<file path="src/rtl/assert_macros.svh">
// Assertion macros shared by the RTL; empty under synthesis.
`ifndef ASSERT_MACROS_SVH
`define ASSERT_MACROS_SVH
`ifndef SYNTHESIS
`define ASSERT_ALWAYS(lbl, clk, rst_n, prop, msg) \
    lbl: assert property (@(posedge clk) disable iff (!rst_n) (prop)) else $error(msg);
`define ASSERT_NEXT(lbl, clk, rst_n, ante, cons, msg) \
    lbl: assert property (@(posedge clk) disable iff (!rst_n) (ante) |=> (cons)) \
        else $error(msg);
`else
`define ASSERT_ALWAYS(lbl, clk, rst_n, prop, msg)
`define ASSERT_NEXT(lbl, clk, rst_n, ante, cons, msg)
`endif
`endif

</file>
<file path="src/rtl/tsd_pkg.sv">
// Types and constants of the touch swipe direction unit.
`default_nettype none
package tsd_pkg;

    localparam int unsigned LIMIT_W   = 13;
    localparam int unsigned COORD_W   = 12;
    localparam int unsigned TYPE_W    = 5;
    localparam int unsigned CODE_W    = 10;
    localparam int unsigned VALUE_W   = 32;
    localparam int unsigned CFG_IDX_W = 4;

    localparam logic [LIMIT_W-1:0] X_LIMIT_RST = 13'd1024;
    localparam logic [LIMIT_W-1:0] Y_LIMIT_RST = 13'd600;

    localparam logic [CFG_IDX_W-1:0] CFG_X_LIMIT = 4'd0;
    localparam logic [CFG_IDX_W-1:0] CFG_Y_LIMIT = 4'd1;

    localparam logic [TYPE_W-1:0] EVT_KEY = 5'd1;
    localparam logic [TYPE_W-1:0] EVT_ABS = 5'd3;

    localparam logic [CODE_W-1:0] CODE_X     = 10'd0;
    localparam logic [CODE_W-1:0] CODE_Y     = 10'd1;
    localparam logic [CODE_W-1:0] CODE_TOUCH = 10'd330;

    localparam logic [COORD_W-1:0] COORD_MAX = 12'd4095;

    // floor(n/5) == (n * 26215) >> 17 for every n below 2^15
    localparam logic [14:0] DIV5_MUL   = 15'd26215;
    localparam int unsigned DIV5_SHIFT = 17;

    typedef enum logic [1:0] {
        DIR_UP    = 2'd0,
        DIR_DOWN  = 2'd1,
        DIR_LEFT  = 2'd2,
        DIR_RIGHT = 2'd3
    } dir_t;

endpackage
`default_nettype wire

</file>
<file path="src/rtl/touch_swipe_direction_unit.sv">
// Swipe direction detector: turns touch events into one end point and direction per gesture.
`default_nettype none
`include "assert_macros.svh"

// Touch swipe direction unit. Each input item is one touch event (type, code, value).
// Absolute X events with 0 < value < x_limit are scaled by 25/32, absolute Y events
// with 0 < value < y_limit by 4/5, truncating and saturating at 4095. The first
// accepted X and Y of a gesture form the start point; each accepted one moves the end
// point. A touch-release key event (key 330, value 0) gives one result item: the end
// point and the direction (up, down, left, right) found by comparing |dx| with |dy|,
// then the gesture state is cleared. Every other event gives no result. Rate: one item
// per clock while no release item is stalled; an item is registered on acceptance in
// the input register and handled from there, and its result is registered in the
// result register. The only stall comes from the result register: a release item waits
// while an earlier result is untaken.
// Limits are written through cfg_wr_en/cfg_index/cfg_wdata; the user must write them
// only while the unit is idle (not enforced); writes to other indexes are ignored.
module touch_swipe_direction_unit (
    input  wire                                   aclk,
    input  wire                                   aresetn,
    // configuration
    input  wire                                   cfg_wr_en,
    input  wire  [tsd_pkg::CFG_IDX_W-1:0]         cfg_index,
    input  wire  [tsd_pkg::LIMIT_W-1:0]           cfg_wdata,
    // event items in
    input  wire                                   s_valid,
    output logic                                  s_ready,
    input  wire  [tsd_pkg::TYPE_W-1:0]            s_event_type,
    input  wire  [tsd_pkg::CODE_W-1:0]            s_event_code,
    input  wire  signed [tsd_pkg::VALUE_W-1:0]    s_event_value,
    // result items out
    output logic                                  m_valid,
    input  wire                                   m_ready,
    output logic [tsd_pkg::COORD_W-1:0]           m_end_x,
    output logic [tsd_pkg::COORD_W-1:0]           m_end_y,
    output logic [1:0]                            m_direction
);
    import tsd_pkg::*;

    // configuration registers
    logic [LIMIT_W-1:0] x_limit_reg;
    logic [LIMIT_W-1:0] y_limit_reg;

    // input register
    logic                             in_valid_reg;
    logic [TYPE_W-1:0]                in_type_reg;
    logic [CODE_W-1:0]                in_code_reg;
    logic signed [VALUE_W-1:0]        in_value_reg;

    // gesture state; an unseen start reads as -1
    logic                x_seen_reg, x_seen_next;
    logic                y_seen_reg, y_seen_next;
    logic [COORD_W-1:0]  start_x_reg, start_x_next;
    logic [COORD_W-1:0]  start_y_reg, start_y_next;
    logic [COORD_W-1:0]  last_x_reg, last_x_next;
    logic [COORD_W-1:0]  last_y_reg, last_y_next;

    // result register
    logic                m_valid_reg;
    logic [COORD_W-1:0]  end_x_reg;
    logic [COORD_W-1:0]  end_y_reg;
    dir_t                dir_reg;

    // decode
    logic                val_pos;
    logic                is_x, is_y, is_release;
    logic [LIMIT_W-1:0]  raw13;
    logic [17:0]         x_prod;
    logic [LIMIT_W-1:0]  x_scaled_w;
    logic [COORD_W-1:0]  x_scaled;
    logic [14:0]         y_times4;
    logic [29:0]         y_prod;
    logic [LIMIT_W-1:0]  y_scaled_w;
    logic [COORD_W-1:0]  y_scaled;

    // direction
    logic signed [LIMIT_W-1:0] sx, sy, lx, ly, dx, dy;
    logic [LIMIT_W-1:0]        adx, ady;
    dir_t                      dir_w;

    // handshake
    logic out_free, advance, rel_fire;

    // ---------------------------------------------------------------
    // Event decode and scaling
    // ---------------------------------------------------------------
    assign val_pos = !in_value_reg[VALUE_W-1] && (in_value_reg != '0);
    assign raw13   = in_value_reg[LIMIT_W-1:0];

    assign is_x = (in_type_reg == EVT_ABS) && (in_code_reg == CODE_X) && val_pos &&
                  (in_value_reg < $signed({{(VALUE_W-LIMIT_W){1'b0}}, x_limit_reg}));
    assign is_y = (in_type_reg == EVT_ABS) && (in_code_reg == CODE_Y) && val_pos &&
                  (in_value_reg < $signed({{(VALUE_W-LIMIT_W){1'b0}}, y_limit_reg}));
    assign is_release = (in_type_reg == EVT_KEY) && (in_code_reg == CODE_TOUCH) &&
                        (in_value_reg == '0);

    // x * 25 / 32: raw is below 8192, so the product fits 18 bits
    assign x_prod     = 18'({5'd0, raw13} * 18'd25);
    assign x_scaled_w = x_prod[17:5];
    assign x_scaled   = (x_scaled_w > {1'b0, COORD_MAX}) ? COORD_MAX
                                                         : x_scaled_w[COORD_W-1:0];

    // y * 4 / 5 via reciprocal multiply
    assign y_times4   = {raw13, 2'b00};
    assign y_prod     = 30'({15'd0, y_times4} * {15'd0, DIV5_MUL});
    assign y_scaled_w = y_prod[DIV5_SHIFT +: LIMIT_W];
    assign y_scaled   = (y_scaled_w > {1'b0, COORD_MAX}) ? COORD_MAX
                                                         : y_scaled_w[COORD_W-1:0];

    // ---------------------------------------------------------------
    // Direction: comparing |dx| and |dy| equals comparing the squares
    // ---------------------------------------------------------------
    assign sx = x_seen_reg ? $signed({1'b0, start_x_reg}) : '1;
    assign sy = y_seen_reg ? $signed({1'b0, start_y_reg}) : '1;
    assign lx = $signed({1'b0, last_x_reg});
    assign ly = $signed({1'b0, last_y_reg});
    assign dx = sx - lx;
    assign dy = sy - ly;
    // -4096 negates to 4096, still right as unsigned 13 bits
    assign adx = dx[LIMIT_W-1] ? LIMIT_W'(-dx) : LIMIT_W'(dx);
    assign ady = dy[LIMIT_W-1] ? LIMIT_W'(-dy) : LIMIT_W'(dy);

    always_comb begin
        priority if (sy > ly && ady > adx) begin
            dir_w = DIR_UP;
        end else if (sy < ly && ady > adx) begin
            dir_w = DIR_DOWN;
        end else if (sx > lx && adx > ady) begin
            dir_w = DIR_LEFT;
        end else begin
            dir_w = DIR_RIGHT;
        end
    end

    // ---------------------------------------------------------------
    // Flow control: only a release item needs the result register
    // ---------------------------------------------------------------
    assign out_free = !m_valid_reg || m_ready;
    assign advance  = in_valid_reg && (!is_release || out_free);
    assign rel_fire = in_valid_reg && is_release && out_free;
    assign s_ready  = !in_valid_reg || advance;

    // ---------------------------------------------------------------
    // Gesture state next values
    // ---------------------------------------------------------------
    always_comb begin
        x_seen_next  = x_seen_reg;
        y_seen_next  = y_seen_reg;
        start_x_next = start_x_reg;
        start_y_next = start_y_reg;
        last_x_next  = last_x_reg;
        last_y_next  = last_y_reg;
        if (advance) begin
            if (rel_fire) begin
                x_seen_next = 1'b0;
                y_seen_next = 1'b0;
                last_x_next = '0;
                last_y_next = '0;
            end
            if (is_x) begin
                if (!x_seen_reg) begin
                    start_x_next = x_scaled;
                end
                x_seen_next = 1'b1;
                last_x_next = x_scaled;
            end
            if (is_y) begin
                if (!y_seen_reg) begin
                    start_y_next = y_scaled;
                end
                y_seen_next = 1'b1;
                last_y_next = y_scaled;
            end
        end
    end

    // ---------------------------------------------------------------
    // Registers
    // ---------------------------------------------------------------
    always_ff @(posedge aclk) begin
        if (!aresetn) begin
            x_limit_reg  <= X_LIMIT_RST;
            y_limit_reg  <= Y_LIMIT_RST;
            in_valid_reg <= 1'b0;
            x_seen_reg   <= 1'b0;
            y_seen_reg   <= 1'b0;
            last_x_reg   <= '0;
            last_y_reg   <= '0;
            m_valid_reg  <= 1'b0;
        end else begin
            if (cfg_wr_en) begin
                unique case (cfg_index)
                    CFG_X_LIMIT: x_limit_reg <= cfg_wdata;
                    CFG_Y_LIMIT: y_limit_reg <= cfg_wdata;
                    default: ;
                endcase
            end
            if (s_ready) begin
                in_valid_reg <= s_valid;
            end
            x_seen_reg <= x_seen_next;
            y_seen_reg <= y_seen_next;
            last_x_reg <= last_x_next;
            last_y_reg <= last_y_next;
            if (out_free) begin
                m_valid_reg <= rel_fire;
            end
        end
    end

    // payload registers
    always_ff @(posedge aclk) begin
        if (s_valid && s_ready) begin
            in_type_reg  <= s_event_type;
            in_code_reg  <= s_event_code;
            in_value_reg <= s_event_value;
        end
        start_x_reg <= start_x_next;
        start_y_reg <= start_y_next;
        if (rel_fire) begin
            end_x_reg <= last_x_reg;
            end_y_reg <= last_y_reg;
            dir_reg   <= dir_w;
        end
    end

    assign m_valid     = m_valid_reg;
    assign m_end_x     = end_x_reg;
    assign m_end_y     = end_y_reg;
    assign m_direction = dir_reg;

    // ---------------------------------------------------------------
    // Assertions
    // ---------------------------------------------------------------
    `ASSERT_NEXT(a_release_gives_result, aclk, aresetn, rel_fire, m_valid_reg,
                 "release item lost")
    `ASSERT_NEXT(a_release_clears, aclk, aresetn, rel_fire,
                 !x_seen_reg && !y_seen_reg && last_x_reg == '0 && last_y_reg == '0,
                 "gesture not cleared")
    `ASSERT_ALWAYS(a_stall_only_on_output, aclk, aresetn,
                   !(in_valid_reg && !advance) || (m_valid_reg && !m_ready),
                   "input stage stalled without cause")
    `ASSERT_ALWAYS(a_result_from_release, aclk, aresetn,
                   !$rose(m_valid_reg) || $past(rel_fire), "result without release")

endmodule
`default_nettype wire
</file>
<file path="config.mk">
export PLATFORM = sky130hd
export DESIGN_NAME = touch_swipe_direction_unit
export DESIGN_NICKNAME = d
export VERILOG_FILES = /design/src/rtl/tsd_pkg.sv /design/src/rtl/touch_swipe_direction_unit.sv
export VERILOG_INCLUDE_DIRS = /design/src /design/src/rtl
export SDC_FILE = /design/constraint.sdc
export NUM_CORES = 1
export LEC_CHECK = 0
export ABC_AREA = 1
export BUFFER_PORTS_ARGS = -buffer_cell sky130_fd_sc_hd__buf_2
export CELL_PAD_IN_SITES_DETAIL_PLACEMENT = 0
export CELL_PAD_IN_SITES_GLOBAL_PLACEMENT = 1
export CORE_MARGIN = 4
export CORE_UTILIZATION = 42
export DETAILED_ROUTE_END_ITERATION = 8
export GPL_TIMING_DRIVEN = 0
export PLACE_DENSITY_LB_ADDON = 0.1
export SYNTH_ARGS = -nofsm -noshare
export SYNTH_HDL_FRONTEND = slang
export SYNTH_SLANG_ARGS = --single-unit
</file>
<file path="constraint.sdc">
create_clock -name aclk -period 4.4 [get_ports aclk]
set_input_delay 0.88 -clock aclk [delete_from_list [all_inputs] [get_ports aclk]]
set_output_delay 0.88 -clock aclk [all_outputs]
set_load 0.1 [all_outputs]
</file>
==> results.toml, run 1 <==
[outcome]
outcome = "finished, violations left"
failed_checks = "negative setup slack"

[timing]
hold_slack_ns = 0.462
worst_slack_ns = -0.360
drv_slew = 0
setup_viol = 24
rsz0062_at_grt = "true"
fin_worst_skew_ns = 0.0165
min_period_over_period_pct = 108
max_freq_mhz = 210
slew_headroom_pct = 26.6
worstMarginPinSlew_ns = 1.10
finalHoldViolations = 0
period_needed_ns = 4.76

[drt]
dr.pass1.iters = 5
wire_per_inst_microns = 15.0
initialDrtViolationCount = 519
avgViaCountPerCell = 4.91
drc = 0
postRouteAntennaNets = 0
dr_total_vias = 10741
wl_microns = 32800

[power_and_ir_drop]
switching_share_pct = 48.8
intPower_uw = 4810
peakVddDrop_mv = 0.548
power_frac_comb_pct = 66.9
clkPwrFrac_pct = 15.2
seqPwrFrac_pct = 17.9
power_density_mw_per_mm2 = 608
power_uw = 9390
p_sw_uw = 4580
leakage_uw = 0.00724

[global_route]
grt_pass1_wl_microns = 54900
antenna_found_initial = 0
grt_max_degree = 29
grt_pass1_vias = 10831
grt.overflow.total = 0
globalRouteTotalUtil_pct = 20.3

[synth]
yosysTopAreaCell = "edfxtp_1"
netlist_instances = 1623
ys.flop_type = "edfxtp_1"
synth_cell_types = 41
yosysTopAreaCellShare_pct = 22.3
syn_nets = 1933
synth_warnings = 0
synth-async-reset-ratio_pct = 0
ys_seq_elements = 151
syn_area_sq_mm = 0.0130
syn_avg_cell_area_sq_um = 8.04
synth_enable_flop_cells = 97
ys_seq_area_share_pct = 30.6
synthTopCellsByArea = "edfxtp_1, ha_1, fa_1"

[cells_and_area]
nNetsFinal = 2087
diodes = 0
largest_reg_flops = 32
final_cell_area_sq_mm = 0.0154
fin_util_pct = 50.5
area_growth_pct = 18.4
final_layout_size_suffix_gt1_share_pct = 18.2

[clock_tree]
worstSkewPairLatency_ns = 0.44
cts_tree = "yes"
htreeDepth = 4
cts_buffers = 17
cts_sinks = 151
clk_pin_slew_ns = 0.07
ctsHoldBuffers = 0
clockBufferDepth = 2
cts_root_buf = "clkbuf_16"

[setup_path]
cp_slowest_cell = "fa_2"
crit_fanout = 5
arrival_ns = 5.05
critical-path-top-delay-family = "adder cells"
crit_path_cell_trace = "buf_6, fa_2, inv_2, fa_1, fa_2, fa_1, fa_1, inv_2, ha_4, nand2_4, nor2_4, inv_2, nor3_2, nand2_1, nand3_2, nand2_2, nand2_4, buf_8, nand2_4, nand2_1, a21oi_1"
startpoint_type = "register"
worstSetupPathType = "register to register"
end_kind = "register"
slowest_delay_ns = 0.56
required_ns = 4.69
path_buf_inv = 5

[floorplanning]
ios = 97
start_util_pct = 42.6
die-area_sq_mm = 0.0339
core_sq_mm = 0.0306
rows = 64
die_x_microns = 184
die_h_microns = 184

[min_path]
worstHoldPathType = "register to register"

[place]
portBuffers = 96
dp_hpwl_microns = 27000
placed_area_sq_mm = 0.0141
gp_congestion = 0.868

[job]
maxCapViolCount = 0
==> Yosys cell counts (2+ instances only) <==
cell      instances
a21oi_1         121
and3_1            2
a211oi_1          4
buf_4             4
or2_2            24
xnor2_1          12
buf_6             3
ha_1            177
nor3_1           14
nand2_1         338
edfxtp_1         97
nand3b_1         12
nor2_2            3
nor4_1            2
a21o_1            6
clkbuf_1         11
o21ai_2           2
nand2_2           8
inv_1           327
inv_2             2
nand4_1          27
o21a_1            5
nor2_1          107
o21ai_0          61
fa_1             64
o21bai_1          6
nand3_1          97
nor3b_1           2
dfxtp_1          54
buf_2             3
and2_1            2
xor2_1           17
==> cell families after synthesis <==
kind of cell               share of synthesized area, %
and+or+nand+nor                                    21.3
buffers and inverters                              10.4
adders and majority gates                          26.8
AOI/OAI and AO/OA                                  8.57
DFF                                                30.6
xor gates and xnor gates                           2.28
==> cells in the final DEF (no fill, tap or decap), drive strengths merged, types with 2 or more instances in the layout <==
cell	count
a211oi	4
a21o	6
a21oi	122
and2	2
and3	2
buf	145
clkbuf	27
clkinv	5
clkinvlp	4
dfxtp	54
edfxtp	97
fa	64
ha	177
inv	336
nand2	347
nand3	98
nand3b	12
nand4	27
nor2	110
nor3	14
nor3b	2
nor4	2
o21a	5
o21ai	63
o21bai	6
or2	25
xnor2	12
xor2	19
==> worst paths after layout <==
| kind | start | endpoint | slack [ns] | depth (start not counted) |
|---|---|---|---|---|
| min reg2reg | last_y_reg[2] | m_end_y[2] | 0.46 | 0 |
| max reg2reg | in_value_reg[11] | last_y_reg[8] | -0.36 | 21 |
| min | last_y_reg[2] | m_end_y[2] | 0.46 | 0 |
| max | in_value_reg[11] | last_y_reg[8] | -0.36 | 21 |
==> power by group through the flow <==
stage	logic (uW)	registers [uW]	clock network [uW]
finish	6280	1680	1430
floorplan	3650	1710	0
global placement	4950	1730	0
detailed placement	4950	1730	0
CTS	5750	1680	1470
global route	7020	1680	1520
==> per-layer routing <==
metal | up-vias | track usage, % | part of all wire (%)
li1 | 5537 | - | -
met1 | 5021 | 27.7 | 48
met2 | 161 | 34.6 | 48
met3 | 22 | 2.86 | 2.9
met4 | 0 | 4.11 | 0.95
met5 | - | 0 | 0
==> what timing repair did <==
action	in CTS	in global routing
endpoints found under the setup margin	25	26
buffers inserted	27	11
gates cloned	1	1
resized for setup	56	74
pin swaps	23	21
==> metrics by stage <==
stage	worst slack, ns	cells	TNS (ns)
after global placement	-0.641	2115	-13.96
after floorplan	0.00460	1623	0
final	-0.360	2186	-7.80
after detailed placement	-0.645	2116	-14.17
after CTS	-0.381	2176	-8.32
after global routing	-0.513	2186	-11.21
==> cell type report <==
cell class                 count  area (sq um)
clock inverter                15           159
tap                          396           495
timing repair buffer         135           801
sequential                   151          4000
multi-input combinational   1122          8190
timing repair inverter         1          7.51
clock buffer                  17           425
buffer                        20           124
inverter                     329          1240
fill                        3047         15100
No activity file was read; power rests on OpenSTA's default activity.
==> inputs of run 2 (changes only) <==
--- a/config.mk
+++ b/config.mk
@@ -15,6 +15,7 @@
 export DETAILED_ROUTE_END_ITERATION = 8
 export GPL_TIMING_DRIVEN = 0
 export PLACE_DENSITY_LB_ADDON = 0.1
+export SETUP_SLACK_MARGIN = 0.02
 export SYNTH_ARGS = -nofsm -noshare
 export SYNTH_HDL_FRONTEND = slang
 export SYNTH_SLANG_ARGS = --single-unit
==> run 2 against run 1 <==
  * The flow still finishes with violations (negative setup slack)
  * First-iteration DRC count down 5.8%
  * Core utilization down 0.24 points
  * Sequential share of layout area increased by 0.13 points
  * Largest cell class unchanged
  * Highest routed layer unchanged
==> results.toml, run 2 (synthesis gave the netlist of run 1 again) <==
[clock_tree]
cts_sinks = 151
worstSkewPairLatency_ns = 0.44
clk_pin_slew_ns = 0.07
cts_root_buf = "clkbuf_16"
cts_tree = "yes"
cts_buffers = 17
ctsHoldBuffers = 0
clockBufferDepth = 2
htreeDepth = 4

[drt]
wl_met1_microns = 15900
avgViaCountPerCell = 4.87
dr.pass1.iters = 5
routed.top_layer = "met4"
dr_total_vias = 10624
met2_length_microns = 15400
initialDrtViolationCount = 489
postRouteAntennaNets = 0
wire_per_inst_microns = 15.0
routed-wl-met3_microns = 855
drc = 0
wl_microns = 32600

[floorplanning]
core_sq_mm = 0.0306
start_util_pct = 42.6
die_h_microns = 184
rows = 64
die_x_microns = 184
ios = 97
die-area_sq_mm = 0.0339

[timing]
worstMarginPinSlew_ns = 1.11
finalHoldViolations = 0
fin_worst_skew_ns = 0.00955
drv_slew = 0
slew_headroom_pct = 25.8
min_period_over_period_pct = 108
rsz0062_at_grt = "true"
setup_viol = 24
hold_slack_ns = 0.462
period_needed_ns = 4.76
max_freq_mhz = 210
worst_slack_ns = -0.362

[setup_path]
path_buf_inv = 3
worstSetupPathType = "register to register"
end_kind = "register"
critical-path-top-delay-family = "adder cells"
crit_fanout = 5
slowest_delay_ns = 0.55
crit_path_cell_trace = "inv_2, ha_4, ha_1, or2_2, fa_2, inv_2, fa_1, fa_1, inv_2, ha_4, a21oi_1, o21ai_0, nor2_1, nand2_2, xnor2_1, nand2_4, nand2_1, a21oi_1"
arrival_ns = 5.06
cp_slowest_cell = "fa_2"
required_ns = 4.70
startpoint_type = "register"
cpMostUsedCell = "inv_2"

[cells_and_area]
final_cell_mix = "inv_1, nand2_1, ha_1, a21oi_1, nor2_1"
final_layout_size_suffix_gt1_share_pct = 17.7
final_common_cell = "inv_1"
largest_reg_flops = 32
nNetsFinal = 2081
area_growth_pct = 17.8
diodes = 0
fin_util_pct = 50.2

[power_and_ir_drop]
leakage_uw = 0.00724
power_density_mw_per_mm2 = 605
peakVddDrop_mv = 0.564
power_uw = 9300

[job]
maxCapViolCount = 0

[place]
dp_hpwl_microns = 26900
portBuffers = 96
post-place-ws_ns = -0.616
gp_congestion = 0.871

[global_route]
grt_pass1_vias = 10557
grt.overflow.total = 0
globalRouteTotalUtil_pct = 19.9
antenna_found_initial = 0
grt_max_degree = 27
grt_pass1_wl_microns = 53400

[min_path]
worstHoldPathType = "register to register"

[outcome]
outcome = "finished, violations left"
failed_checks = "negative setup slack"
[run 2: changes by cell type in the layout (fill, tap and decap cells not counted), moves of 4 or more]
cell,change
a21oi_1,+4
buf_4,-5
ha_1,+4
ha_2,-4
inv_2,+4
nand2_2,+4
nand2_4,-5
o21ai_0,+5
o21ai_1,-5
[run 2: final cells by class]
class	count	area, sq um
buffer	20	120
clock buffer	17	425
clock inverter	15	205
fill	3041	15200
inverter	329	1240
multi-input combinational	1122	8130
sequential	151	4000
tap	396	495
timing repair buffer	129	748
timing repair inverter	1	5.00
[run 2: worst reg2reg max path, delay by kind of cell, from the launching register on]
| kind | cells | cell delay, ns |
|---|---|---|
| adders and majority gates | 6 | 2.29 |
| DFF | 1 | 0.54 |
| xor gates and xnor gates | 1 | 0.34 |
| AOI/OAI and AO/OA | 3 | 0.49 |
| and+or+nand+nor | 5 | 0.74 |
| buffers and inverters | 3 | 0.22 |
[run 2: where the power goes]
part | internal [uW] | total (uW) | switching, uW
Combinational | 2280 | 6050 | 3770
Sequential | 1650 | 1680 | 24.7
Clock | 919 | 1580 | 657
[run 2: per-layer routing]
metal,track usage (%),vias to the layer above
met2,33.6,142
met1,27.3,4911
li1,-,5541
met3,2.74,30
met5,0,-
met4,4.32,0
[run 2: final timing paths]
kind	start	to	slack [ns]	cells after the start
max reg2reg	in_value_reg[8]	last_y_reg[1]	-0.36	18
min	y_limit_reg[5]	y_limit_reg[5]	0.46	2
max	in_value_reg[8]	last_y_reg[1]	-0.36	18
min reg2reg	y_limit_reg[5]	y_limit_reg[5]	0.46	2
[run 2: metrics by stage]
stage | cells | setup TNS (ns) | cell area, sq um
6_report | 2180 | -6.94 | 15400
5_1_grt | 2180 | -11.32 | 15400
4_1_cts | 2172 | -7.45 | 15100
3_5_place_dp | 2116 | -13.84 | 14200
3_3_place_gp | 2115 | -13.39 | 14100
2_1_floorplan | 1623 | 0 | 13200
[run 2: timing repair]
| item | 4_1_cts | 5_1_grt |
|---|---|---|
| buffers inserted | 24 | 7 |
| pin swaps | 16 | 32 |
| setup endpoints to repair | 25 | 26 |
| resized for setup | 33 | 73 |
| cloned | 0 | 2 |
